==> config.mk <==
export PLATFORM = sky130hd
export DESIGN_NAME = ntt_ctrl
export DESIGN_NICKNAME = d
export VERILOG_FILES = /design/src/rtl/ntt_pkg.sv /design/src/rtl/ntt_ctrl.sv
export SDC_FILE = /design/constraint.sdc
export NUM_CORES = 1
export LEC_CHECK = 0
export BUFFER_PORTS_ARGS = -buffer_cell sky130_fd_sc_hd__buf_2
export CORE_UTILIZATION = 48
export DETAILED_ROUTE_END_ITERATION = 8
export PLACE_DENSITY = 0.78
export SYNTH_ARGS = -nofsm -noshare
export SYNTH_HDL_FRONTEND = slang
export SYNTH_SLANG_ARGS = --single-unit
==> constraint.sdc <==
create_clock -name i_clk -period 2.6 [get_ports i_clk]
set_input_delay 0.39 -clock i_clk [delete_from_list [all_inputs] [get_ports i_clk]]
set_output_delay 0.39 -clock i_clk [all_outputs]
set_load 0.02 [all_outputs]
==> src/rtl/ntt_pkg.sv <==
// Shared types, constants and constant functions of the NTT unit.
`default_nettype none
package ntt_pkg;

    localparam int DEF_MAX_LOG_SIZE = 10;

    localparam int            VAL_W    = 30;
    localparam int            IDX_W    = 10;
    localparam int            OP_W     = 2;
    localparam int            CFG_IW   = 1;
    localparam int            CFG_DW   = 4;

    localparam logic [63:0]   P64      = 64'd998244353;
    localparam logic [29:0]   P        = 30'd998244353;
    localparam logic [63:0]   ROOT     = 64'd3;
    localparam logic [30:0]   BARRETT_M = 31'((64'd1 << 60) / P64);

    localparam logic [3:0]    LOG_SIZE_RST = 4'd10;

    // Item opcodes
    localparam logic [1:0] OP_WRITE = 2'd0;
    localparam logic [1:0] OP_XFORM = 2'd1;
    localparam logic [1:0] OP_READ  = 2'd2;

    // Configuration register indexes
    localparam logic [CFG_IW-1:0] CFG_LOG_SIZE = 1'b0;
    localparam logic [CFG_IW-1:0] CFG_INVERSE  = 1'b1;

    // Multiplier pipeline depth is 4; wait counts derive from it
    localparam logic [1:0] WAIT_BF = 2'd1;
    localparam logic [1:0] WAIT_SC = 2'd2;

    typedef enum logic [4:0] {
        S_IDLE, S_WRITE, S_RD_ADDR, S_RD_DATA,
        S_BR, S_BR_CAP, S_BR_W0, S_BR_W1,
        S_BF_RD, S_BF_CAP, S_BF_TW, S_BF_WAIT, S_BF_WA, S_BF_WB,
        S_SC_RD, S_SC_MUL, S_SC_WAIT, S_SC_WB
    } t_state;

    typedef enum logic [1:0] {AS_ITEM, AS_SWAP, AS_BFLY, AS_SCALE} t_addr_sel;

    typedef enum logic [2:0] {
        WR_NONE, WR_ITEM, WR_SWAP_A, WR_SWAP_B, WR_BF_A, WR_BF_B, WR_SCALE
    } t_wr_sel;

    typedef enum logic [1:0] {MS_VW, MS_WS, MS_SC} t_mul_sel;

    typedef enum logic [1:0] {W_HOLD, W_ONE, W_MUL} t_w_op;

    typedef struct packed {
        logic      load_item;
        logic      xf_init;
        t_addr_sel addr_sel;
        t_wr_sel   wr_sel;
        logic      cap;
        t_mul_sel  mul_sel;
        t_w_op     w_op;
        logic      k_clr;
        logic      k_inc;
        logic      c_inc;
        logic      stage_next;
        logic      out_load;
    } t_cmd;

    typedef struct packed {
        logic k_last;
        logic k_swap;
        logic c_last;
        logic j_last;
        logic s_last;
        logic inverse;
        logic out_busy;
    } t_status;

    function automatic logic [29:0] f_pow_mod(input logic [63:0] base, input logic [31:0] ex);
        logic [63:0] acc;
        logic [63:0] b;
        logic [31:0] e;
        acc = 64'd1;
        b   = base % P64;
        e   = ex;
        for (int k = 0; k < 32; k++) begin
            if (e[0]) begin
                acc = (acc * b) % P64;
            end
            b = (b * b) % P64;
            e = e >> 1;
        end
        return acc[29:0];
    endfunction

    function automatic logic [29:0] f_stage_root(input int s, input logic inv);
        logic [29:0] r;
        r = f_pow_mod(ROOT, 32'((P64 - 64'd1) >> s));
        if (inv) begin
            r = f_pow_mod({34'd0, r}, 32'(P64 - 64'd2));
        end
        return r;
    endfunction

    function automatic logic [29:0] f_inv_pow2(input int lg);
        return f_pow_mod((P64 + 64'd1) >> 1, 32'(lg));
    endfunction

endpackage
`default_nettype wire

==> src/rtl/ntt_ctrl.sv <==
// Sequencer of the NTT unit: item dispatch, bit reversal, butterflies, scaling.
`default_nettype none
module ntt_ctrl
    import ntt_pkg::*;
(
    input  wire logic            i_clk,
    input  wire logic            i_rst_n,
    input  wire logic            i_in_valid,
    input  wire logic [OP_W-1:0] i_op,
    input  wire t_status         i_st,
    output logic                 o_in_ready,
    output t_cmd                 o_cmd
);

    t_state     r_state, n_state;
    logic [1:0] r_wait, n_wait;

    always_ff @(posedge i_clk) begin
        if (!i_rst_n) begin
            r_state <= S_IDLE;
            r_wait  <= 2'd0;
        end else begin
            r_state <= n_state;
            r_wait  <= n_wait;
        end
    end

    always_comb begin
        n_state = r_state;
        n_wait  = r_wait;
        o_in_ready         = 1'b0;
        o_cmd.load_item    = 1'b0;
        o_cmd.xf_init      = 1'b0;
        o_cmd.addr_sel     = AS_ITEM;
        o_cmd.wr_sel       = WR_NONE;
        o_cmd.cap          = 1'b0;
        o_cmd.mul_sel      = MS_VW;
        o_cmd.w_op         = W_HOLD;
        o_cmd.k_clr        = 1'b0;
        o_cmd.k_inc        = 1'b0;
        o_cmd.c_inc        = 1'b0;
        o_cmd.stage_next   = 1'b0;
        o_cmd.out_load     = 1'b0;
        case (r_state)
            S_IDLE: begin
                o_in_ready = 1'b1;
                if (i_in_valid) begin
                    o_cmd.load_item = 1'b1;
                    case (i_op)
                        OP_WRITE: n_state = S_WRITE;
                        OP_XFORM: begin
                            o_cmd.xf_init = 1'b1;
                            n_state       = S_BR;
                        end
                        OP_READ:  n_state = S_RD_ADDR;
                        default:  n_state = S_IDLE;
                    endcase
                end
            end
            S_WRITE: begin
                o_cmd.wr_sel = WR_ITEM;
                n_state      = S_IDLE;
            end
            S_RD_ADDR: begin
                n_state = S_RD_DATA;
            end
            S_RD_DATA: begin
                if (!i_st.out_busy) begin
                    o_cmd.out_load = 1'b1;
                    n_state        = S_IDLE;
                end
            end
            S_BR: begin
                o_cmd.addr_sel = AS_SWAP;
                if (i_st.k_swap) begin
                    n_state = S_BR_CAP;
                end else if (i_st.k_last) begin
                    n_state = S_BF_RD;
                end else begin
                    o_cmd.k_inc = 1'b1;
                end
            end
            S_BR_CAP: begin
                o_cmd.addr_sel = AS_SWAP;
                o_cmd.cap      = 1'b1;
                n_state        = S_BR_W0;
            end
            S_BR_W0: begin
                o_cmd.wr_sel = WR_SWAP_A;
                n_state      = S_BR_W1;
            end
            S_BR_W1: begin
                o_cmd.wr_sel = WR_SWAP_B;
                if (i_st.k_last) begin
                    n_state = S_BF_RD;
                end else begin
                    o_cmd.k_inc = 1'b1;
                    n_state     = S_BR;
                end
            end
            S_BF_RD: begin
                o_cmd.addr_sel = AS_BFLY;
                n_state        = S_BF_CAP;
            end
            S_BF_CAP: begin
                o_cmd.addr_sel = AS_BFLY;
                o_cmd.cap      = 1'b1;
                o_cmd.mul_sel  = MS_VW;
                n_state        = S_BF_TW;
            end
            S_BF_TW: begin
                o_cmd.mul_sel = MS_WS;
                n_wait        = WAIT_BF;
                n_state       = S_BF_WAIT;
            end
            S_BF_WAIT: begin
                if (r_wait == 2'd0) begin
                    n_state = S_BF_WA;
                end else begin
                    n_wait = r_wait - 2'd1;
                end
            end
            S_BF_WA: begin
                o_cmd.wr_sel = WR_BF_A;
                n_state      = S_BF_WB;
            end
            S_BF_WB: begin
                o_cmd.wr_sel = WR_BF_B;
                o_cmd.w_op   = i_st.j_last ? W_ONE : W_MUL;
                if (i_st.c_last) begin
                    if (!i_st.s_last) begin
                        o_cmd.stage_next = 1'b1;
                        n_state          = S_BF_RD;
                    end else if (i_st.inverse) begin
                        o_cmd.k_clr = 1'b1;
                        n_state     = S_SC_RD;
                    end else begin
                        n_state = S_IDLE;
                    end
                end else begin
                    o_cmd.c_inc = 1'b1;
                    n_state     = S_BF_RD;
                end
            end
            S_SC_RD: begin
                o_cmd.addr_sel = AS_SCALE;
                n_state        = S_SC_MUL;
            end
            S_SC_MUL: begin
                o_cmd.addr_sel = AS_SCALE;
                o_cmd.mul_sel  = MS_SC;
                n_wait         = WAIT_SC;
                n_state        = S_SC_WAIT;
            end
            S_SC_WAIT: begin
                if (r_wait == 2'd0) begin
                    n_state = S_SC_WB;
                end else begin
                    n_wait = r_wait - 2'd1;
                end
            end
            S_SC_WB: begin
                o_cmd.wr_sel = WR_SCALE;
                if (i_st.k_last) begin
                    n_state = S_IDLE;
                end else begin
                    o_cmd.k_inc = 1'b1;
                    n_state     = S_SC_RD;
                end
            end
            default: n_state = S_IDLE;
        endcase
    end

endmodule
`default_nettype wire

=== Word-level counts from Yosys, hierarchy flattened ===
Index checks and enable logic that the tools add are counted.

* Register bits: 7
* Output and inout bits: 18

* $add $sub $neg: 1
* Equal/unequal tests: 25
* Mux-type cells: 37
* Reductions and logical operators: 12

{| class="wikitable"
|+ Operator list
! cell !! count
|-
| $pmux W5 S17 || 1
|-
| $eq A5 B4 Y1 const B || 8
|-
| $mux W5 || 8
|-
| $eq A5 B3 Y1 const B || 4
|-
| $pmux W3 S6 || 1
|-
| $mux W1 || 13
|-
| $mux W4 || 3
|-
| $pmux W2 S3 || 2
|-
| $reduce_or A2 Y1 || 6
|-
| $eq A5 B2 Y1 const B || 2
|-
| $eq A5 B5 Y1 const B || 2
|-
| $mux W2 || 5
|-
| $ne A2 B2 Y1 const B || 5
|-
| $pmux W3 S3 || 1
|-
| $eq A5 B1 Y1 const B || 1
|-
| $logic_not A5 Y1 || 1
|-
| $reduce_and A5 Y1 || 1
|-
| $logic_not A2 Y1 || 2
|-
| $pmux W2 S2 || 1
|-
| $mux W3 || 1
|-
| $ne A3 B3 Y1 const B || 1
|-
| $reduce_bool A3 Y1 || 1
|-
| $eq A2 B1 Y1 const B || 1
|-
| $eq A2 B2 Y1 const B || 1
|-
| 3 further kinds || 3
|}

=== Logic depth before layout (Yosys ltp) ===
Gate-level depths: netlist of the first run.

* Depth in word-level cells: 4
* Gate-level depth with buffers: 7
* Mapped depth without buffers: 7

=== Worst setup path before layout of the first run ===
Ideal clock, no wire load.

* Kind: flip-flop to output port
* Start point: register r_state[1]
* End point: output o_cmd[15] in the netlist's numbering
* Data arrival time: 1.728 ns
* Data required time: 2.210 ns
* Slack: 0.482 ns
* Stages on the path, launching flop included: 7
* Buffers on the path: 1
* Cells stage by stage: dfxtp_1 buf_6 or3_4 or3_4 inv_1 nand3b_1 nor2_1

{| class="wikitable"
|+ RTL lines
! element !! RTL line !! text
|-
| start: declaration || ntt_ctrl.sv:15 || <nowiki>t_state r_state, n_state;</nowiki>
|-
| start signal: assignment || ntt_ctrl.sv:23 || <nowiki>r_state <= n_state;</nowiki>
|-
| end: declaration || ntt_ctrl.sv:12 || <nowiki>output t_cmd o_cmd</nowiki>
|}

==> results of run 1 <==
[kinds of logic (layout without fill, tap and decap cells)]
family	count (synthesis)	in the layout	share of synthesized area [%]
fa+ha+maj	1	1	1.55
buf+inv	15	42	8.21
xor+xnor	3	3	3.25
flops	7	7	17.3
simple gates	64	64	45.2
compound gates	28	28	24.5
[worst register-to-register path, stage by stage, from the launching register on]
cell and delay, ps:
sky130_fd_sc_hd__dfxtp_1 620, sky130_fd_sc_hd__or4b_2 670, sky130_fd_sc_hd__o32a_1 220, sky130_fd_sc_hd__o2111ai_1 230, sky130_fd_sc_hd__o21ai_0 150, sky130_fd_sc_hd__and3_1 190
[power by group]
group / total [mW] / switching [mW] / internal [mW]
clock network: 0.0964 / 0.0380 / 0.0584
registers: 0.148 / 0.0316 / 0.116
logic: 0.221 / 0.126 / 0.0951
[sequential cells by signal, summed over array words and instances, names as in the netlist]
signal	count
r_state	5
r_wait	2
[per-stage QoR]
stage | std cells | worst slack (ps) | cell area, um2 | power, mW
after floorplan | 118 | 482 | 808 | 0.309
after global placement | 157 | 515 | 948 | 0.358
after detailed placement | 157 | 441 | 948 | 0.366
after CTS | 161 | 164 | 975 | 0.464
after global routing | 161 | 45.8 | 975 | 0.499
final | 161 | 154 | 975 | 0.465
[layout by cell type (no fill, tap or decap), drive strengths merged, types with 2 or more instances in the layout]
cell	synthesis	final
nand2b	4	4
xor2	3	3
dfxtp	7	7
nand2	4	4
o21a	2	2
nor4	3	3
nand3b	5	5
o21bai	2	2
a211oi	2	2
nor3	5	5
nor3b	2	2
and3	2	2
a31oi	2	2
buf	3	31
or3	3	3
o32a	2	2
a21oi	8	8
nand3	2	2
clkbuf	5	4
inv	7	7
nor2	20	20
nor2b	3	3
nand4	3	3
[worst paths after layout]
path	start	slack, ps	cells past startpoint	endpoint
worst max-delay path	r_state[1]	150	6	o_cmd[15]
worst min-delay path	i_rst_n	380	2	r_state[3]
worst max register to register	r_state[4]	420	5	r_state[2]
worst min register to register	r_wait[1]	490	2	r_wait[1]
[area by class of cell]
cell class,instances,area [um2],area share [%]
clock buffer,4,26.3,2.70
inverter,7,26.3,2.70
multi-input combinational,96,602,61.7
sequential,7,140,14.4
tap,16,20.0,2.05
timing repair buffer,31,160,16.4
[layer usage]
metal	vias to the layer above	share of wire (%)	GRT usage, %	wire [um]
met5	-	0	0	0
met4	0	2.1	12.7	46
met3	6	5.8	2.13	129
met2	43	49	41.8	1100
met1	462	43	33.8	956
li1	489	-	-	-
==> flow_summary.toml, run 1 <==
[outcome]
outcome = "completed"

[critical_path]
critPathMaxStageDelay_ps = 490
worst-endpoint-arrival_ps = 2060
path_buf_inv = 2
crit_path_cell_trace = "or3_4 -> or3_4 -> inv_1 -> nand3b_1 -> nor2_1 -> buf_2"
crit_type = "flop to output port"
cp_dominant_cell_by_count = "sky130_fd_sc_hd__or3_4"
worst_setup_path_end_kind = "output port"
cp.required_ps = 2210
critPathMaxFanout = 18
timing.critical_path.from_type = "flop"
critical-path-slowest-cell = "sky130_fd_sc_hd__dfxtp_1"
timing.critical_path.max_delay_family = "simple AND/OR/NAND/NOR gates"

[cells_and_area]
fillerInstances = 157
area_delta_synth_final_pct = 20.6
design.final.nets = 159
diodes = 0
postLayoutCoreUtil_pct = 63.2
drive_gt1_share_pct = 26.2

[floorplan]
rows = 14
die_footprint_um2 = 1850
die_w_um = 43.0
core_region_area_um2 = 1540
io_pins = 30
chipHeight_um = 43.0
start_util_pct = 52.4

[sta]
final.setup.tns_ps = 0
worstMarginPinSlew_ps = 610
finalWorstPathRequiredPeriod_ps = 2450
setup_violations = 0
unrepaired_setup_endpoints_after_global_routing = "no"
period_share_pct = 94.1
fmax_mhz = 409
final_hold_viol_count = 0
timing.final.max_slew_violations = 0
timing.clock.skew_ps = 1.75
timing.slew.headroom_pct = 59.3
holdWs_ps = 378

[grt]
grt_first_pass_wirelength_mm = 3.71
grt_usage_pct = 25.7
global_route.overflow_total = 0
first_global_vias = 873
initial_antenna_violation_count = 0
grt_start_max_net_pins = 19

[place]
gp_congestion = 0.838
buffer_ports.inserted = 29
post-dp-hpwl_mm = 1.72

[cts]
numCtsBuffers = 3
worst_setup_hold_path_clk_slew_ps = 50
ctsLongestPathBuffers = 2
cts_post_setup_buffers_inserted = 0
cts_resized = 0
clkLatencyLatePin_ps = 250
cts_tree = "done"
root_buffer = "sky130_fd_sc_hd__clkbuf_4"
cts_htree_levels = 1
holdBufCountCts = 0
clock_sinks = 7

[detailed_routing]
viasPerCell = 6.21
drt-wirelength-per-cell_um = 13.9
detail_route.wirelength_mm = 2.23
route.detailed.drc = 0
detail_route.iter0.violations = 43
detailroute.via_count = 1000
drt_pass1_iterations = 4
drt.antenna.violating_nets = 0

[synth]
synth.distinct_cells = 44
mappedNetlistArea_um2 = 808
synth-edff-count = 0
net_count_after_synthesis = 131
synth_top_area_share_pct = 17.3
syn_inst = 118
synth.yosys.seq_area_share_pct = 17.3
ys_dominant_reg_cell = "sky130_fd_sc_hd__dfxtp_1"
synth_register_bits = 7
synth_area_leaders = "sky130_fd_sc_hd__dfxtp_1 17%, sky130_fd_sc_hd__nor2_1 9.3%, sky130_fd_sc_hd__a21oi_1 5.0%"
syn_avg_cell_area_um2 = 6.85
dominant_cell_type_by_area_after_synthesis = "sky130_fd_sc_hd__dfxtp_1"
cell_with_the_most_instances_after_synthesis = "sky130_fd_sc_hd__nor2_1"
async_reset_ff_share_pct = 0
synth_warnings = 0
synth.top_cells.by_count = "20 x sky130_fd_sc_hd__nor2_1, 8 x sky130_fd_sc_hd__a21oi_1, 7 x sky130_fd_sc_hd__dfxtp_1, 7 x sky130_fd_sc_hd__inv_1"

[power_and_ir_drop]
vdd.ir_drop.worst_mv = 0.369
powerDensity_nw_per_um2 = 477
power.static_leakage_nw = 0.443

[flow_run]
maxCapViolations = 0

[worst_hold_path]
hold_class = "input port to flop"
Note: power is estimated with default switching activity, not from simulation.
==> run 2, diff against run 1 <==
- CTS_CLUSTER_DIAMETER: unset -> 150
- clock period: 2.6 -> 3.15 ns (I/O delays scaled with it)
==> run 2 against run 1 <==
  * Combinational power down 24%
  * Worst setup slack better by 500 ps
  * Highest routed layer unchanged
  * Critical path type unchanged
  * Largest power group unchanged
  * Clock power down 17%
  * Final area down 1.5%
  * Clock skew up 1.1 ps
==> flow_summary.toml, run 2 (synthesis results as in run 1) <==
[sta]
timing.slew.headroom_pct = 56.2
final_hold_viol_count = 0
setup_violations = 0
final.setup.tns_ps = 0
fmax_mhz = 401
timing.clock.skew_ps = 2.83
timing.final.max_slew_violations = 0
finalWorstPathRequiredPeriod_ps = 2490
unrepaired_setup_endpoints_after_global_routing = "no"
worstMarginPinSlew_ps = 656
period_share_pct = 79.2

[critical_path]
timing.critical_path.from_type = "flop"
worst-endpoint-arrival_ps = 2020
cp.required_ps = 2680
crit_type = "flop to output port"
critPathMaxFanout = 18
worst_setup_path_end_kind = "output port"
reg2regPathDepth = 5
r2r-start = "r_state[4]"
r2r_slack_ps = 940
r2r-end = "r_state[2]"

[floorplan]
rows = 14
chipHeight_um = 43.0
start_util_pct = 52.4
die_w_um = 43.0
io_pins = 30
die_footprint_um2 = 1850
core_region_area_um2 = 1540

[cells_and_area]
fillerInstances = 147
most_frequent_standard_cell_in_the_layout_excluding_fill_and_tap_cells = "sky130_fd_sc_hd__buf_2"
design.final.nets = 157
largest_register_ffs = 5
area_delta_synth_final_pct = 18.7
drive_gt1_share_pct = 25.2
postLayoutCoreUtil_pct = 62.3
largestRegisters = "r_state: 5 flops, r_wait: 2 flops"
finish.cell_count_without_fillers = 159
mostFrequentLayoutCells = "29 x sky130_fd_sc_hd__buf_2, 20 x sky130_fd_sc_hd__nor2_1, 8 x sky130_fd_sc_hd__a21oi_1"
diodes = 0
largest_register = "r_state"

[worst_hold_path]
timing.hold.worst_path_depth = 2
hold_class = "input port to flop"
hold_path_startpoint = "i_rst_n"
worstHoldEndpoint = "r_state[3]"

[place]
gp_congestion = 0.861
place_inst = 155
post-dp-hpwl_mm = 1.67
buffer_ports.inserted = 29

[cts]
cts_post_setup_buffers_inserted = 0
cts_tree = "done"
clkLatencyLatePin_ps = 250
cts_resized = 0
root_buffer = "sky130_fd_sc_hd__clkbuf_4"
numCtsBuffers = 3
clock_sinks = 7
ctsLongestPathBuffers = 2
worst_setup_hold_path_clk_slew_ps = 50
holdBufCountCts = 0
cts_htree_levels = 1

[outcome]
outcome = "completed"

[power_and_ir_drop]
totalPowerFinal_mw = 0.377
powerDensity_nw_per_um2 = 393
power.static_leakage_nw = 0.432
vdd.ir_drop.worst_mv = 0.367

[grt]
initial_antenna_violation_count = 0
first_global_vias = 865
grt_first_pass_wirelength_mm = 3.59
grt_usage_pct = 24.8
grt_start_max_net_pins = 23
global_route.overflow_total = 0

[detailed_routing]
drt_pass1_iterations = 4
detail_route.iter0.violations = 33
detailroute.via_count = 998
route.detailed.drc = 0
viasPerCell = 6.28
drt.antenna.violating_nets = 0
detail_route.wirelength_mm = 2.15
drt-wirelength-per-cell_um = 13.5

[flow_run]
maxCapViolations = 0
run 2: stage by stage:
stage	setup slack, ps	instance area [um2]	hold WS (ps)
after floorplan	949	808	457
after global routing	513	960	470
final	657	960	452
after global placement	974	933	478
after CTS	662	960	451
after detailed placement	934	933	479
run 2: how the worst max path moves through the flow:
stage               startpoint    endpoint  depth (start not counted)
global placement    r_state[4]  r_state[2]                          5
CTS                 r_state[1]   o_cmd[15]                          6
detailed placement  r_state[1]   o_cmd[15]                          6
global route        r_state[2]    o_cmd[5]                          4
finish              r_state[1]   o_cmd[15]                          6
floorplan           r_state[1]   o_cmd[15]                          6
run 2: power breakdown:
part | total, mW | switching (mW) | internal (mW)
registers | 0.130 | 0.0342 | 0.0958
clock network | 0.0804 | 0.0321 | 0.0483
logic | 0.167 | 0.0920 | 0.0748
run 2: layout make-up:
type                            count  area, um2  area share, %
Timing Repair Buffer               29        145           15.1
Clock buffer                        4       26.3           2.74
Tap cell                           16       20.0           2.09
Sequential cell                     7        140           14.6
Multi-Input combinational cell     96        602           62.7
Inverter                            7       26.3           2.74
run 2: layer usage:
layer / vias to the layer above / track usage, % / routed length, um
met5: - / 0 / 0
met4: 0 / 9.09 / 36
met3: 6 / 2.98 / 157
met2: 56 / 43.0 / 1040
met1: 453 / 31.3 / 923
li1: 483 / - / -
run 2: critical path, cell delays in order (launching register included):
cell and delay (ps):
sky130_fd_sc_hd__dfxtp_1 480, sky130_fd_sc_hd__or3_4 470, sky130_fd_sc_hd__or3_4 360, sky130_fd_sc_hd__inv_1 110
sky130_fd_sc_hd__nand3b_1 100, sky130_fd_sc_hd__nor2_1 90, sky130_fd_sc_hd__buf_2 160
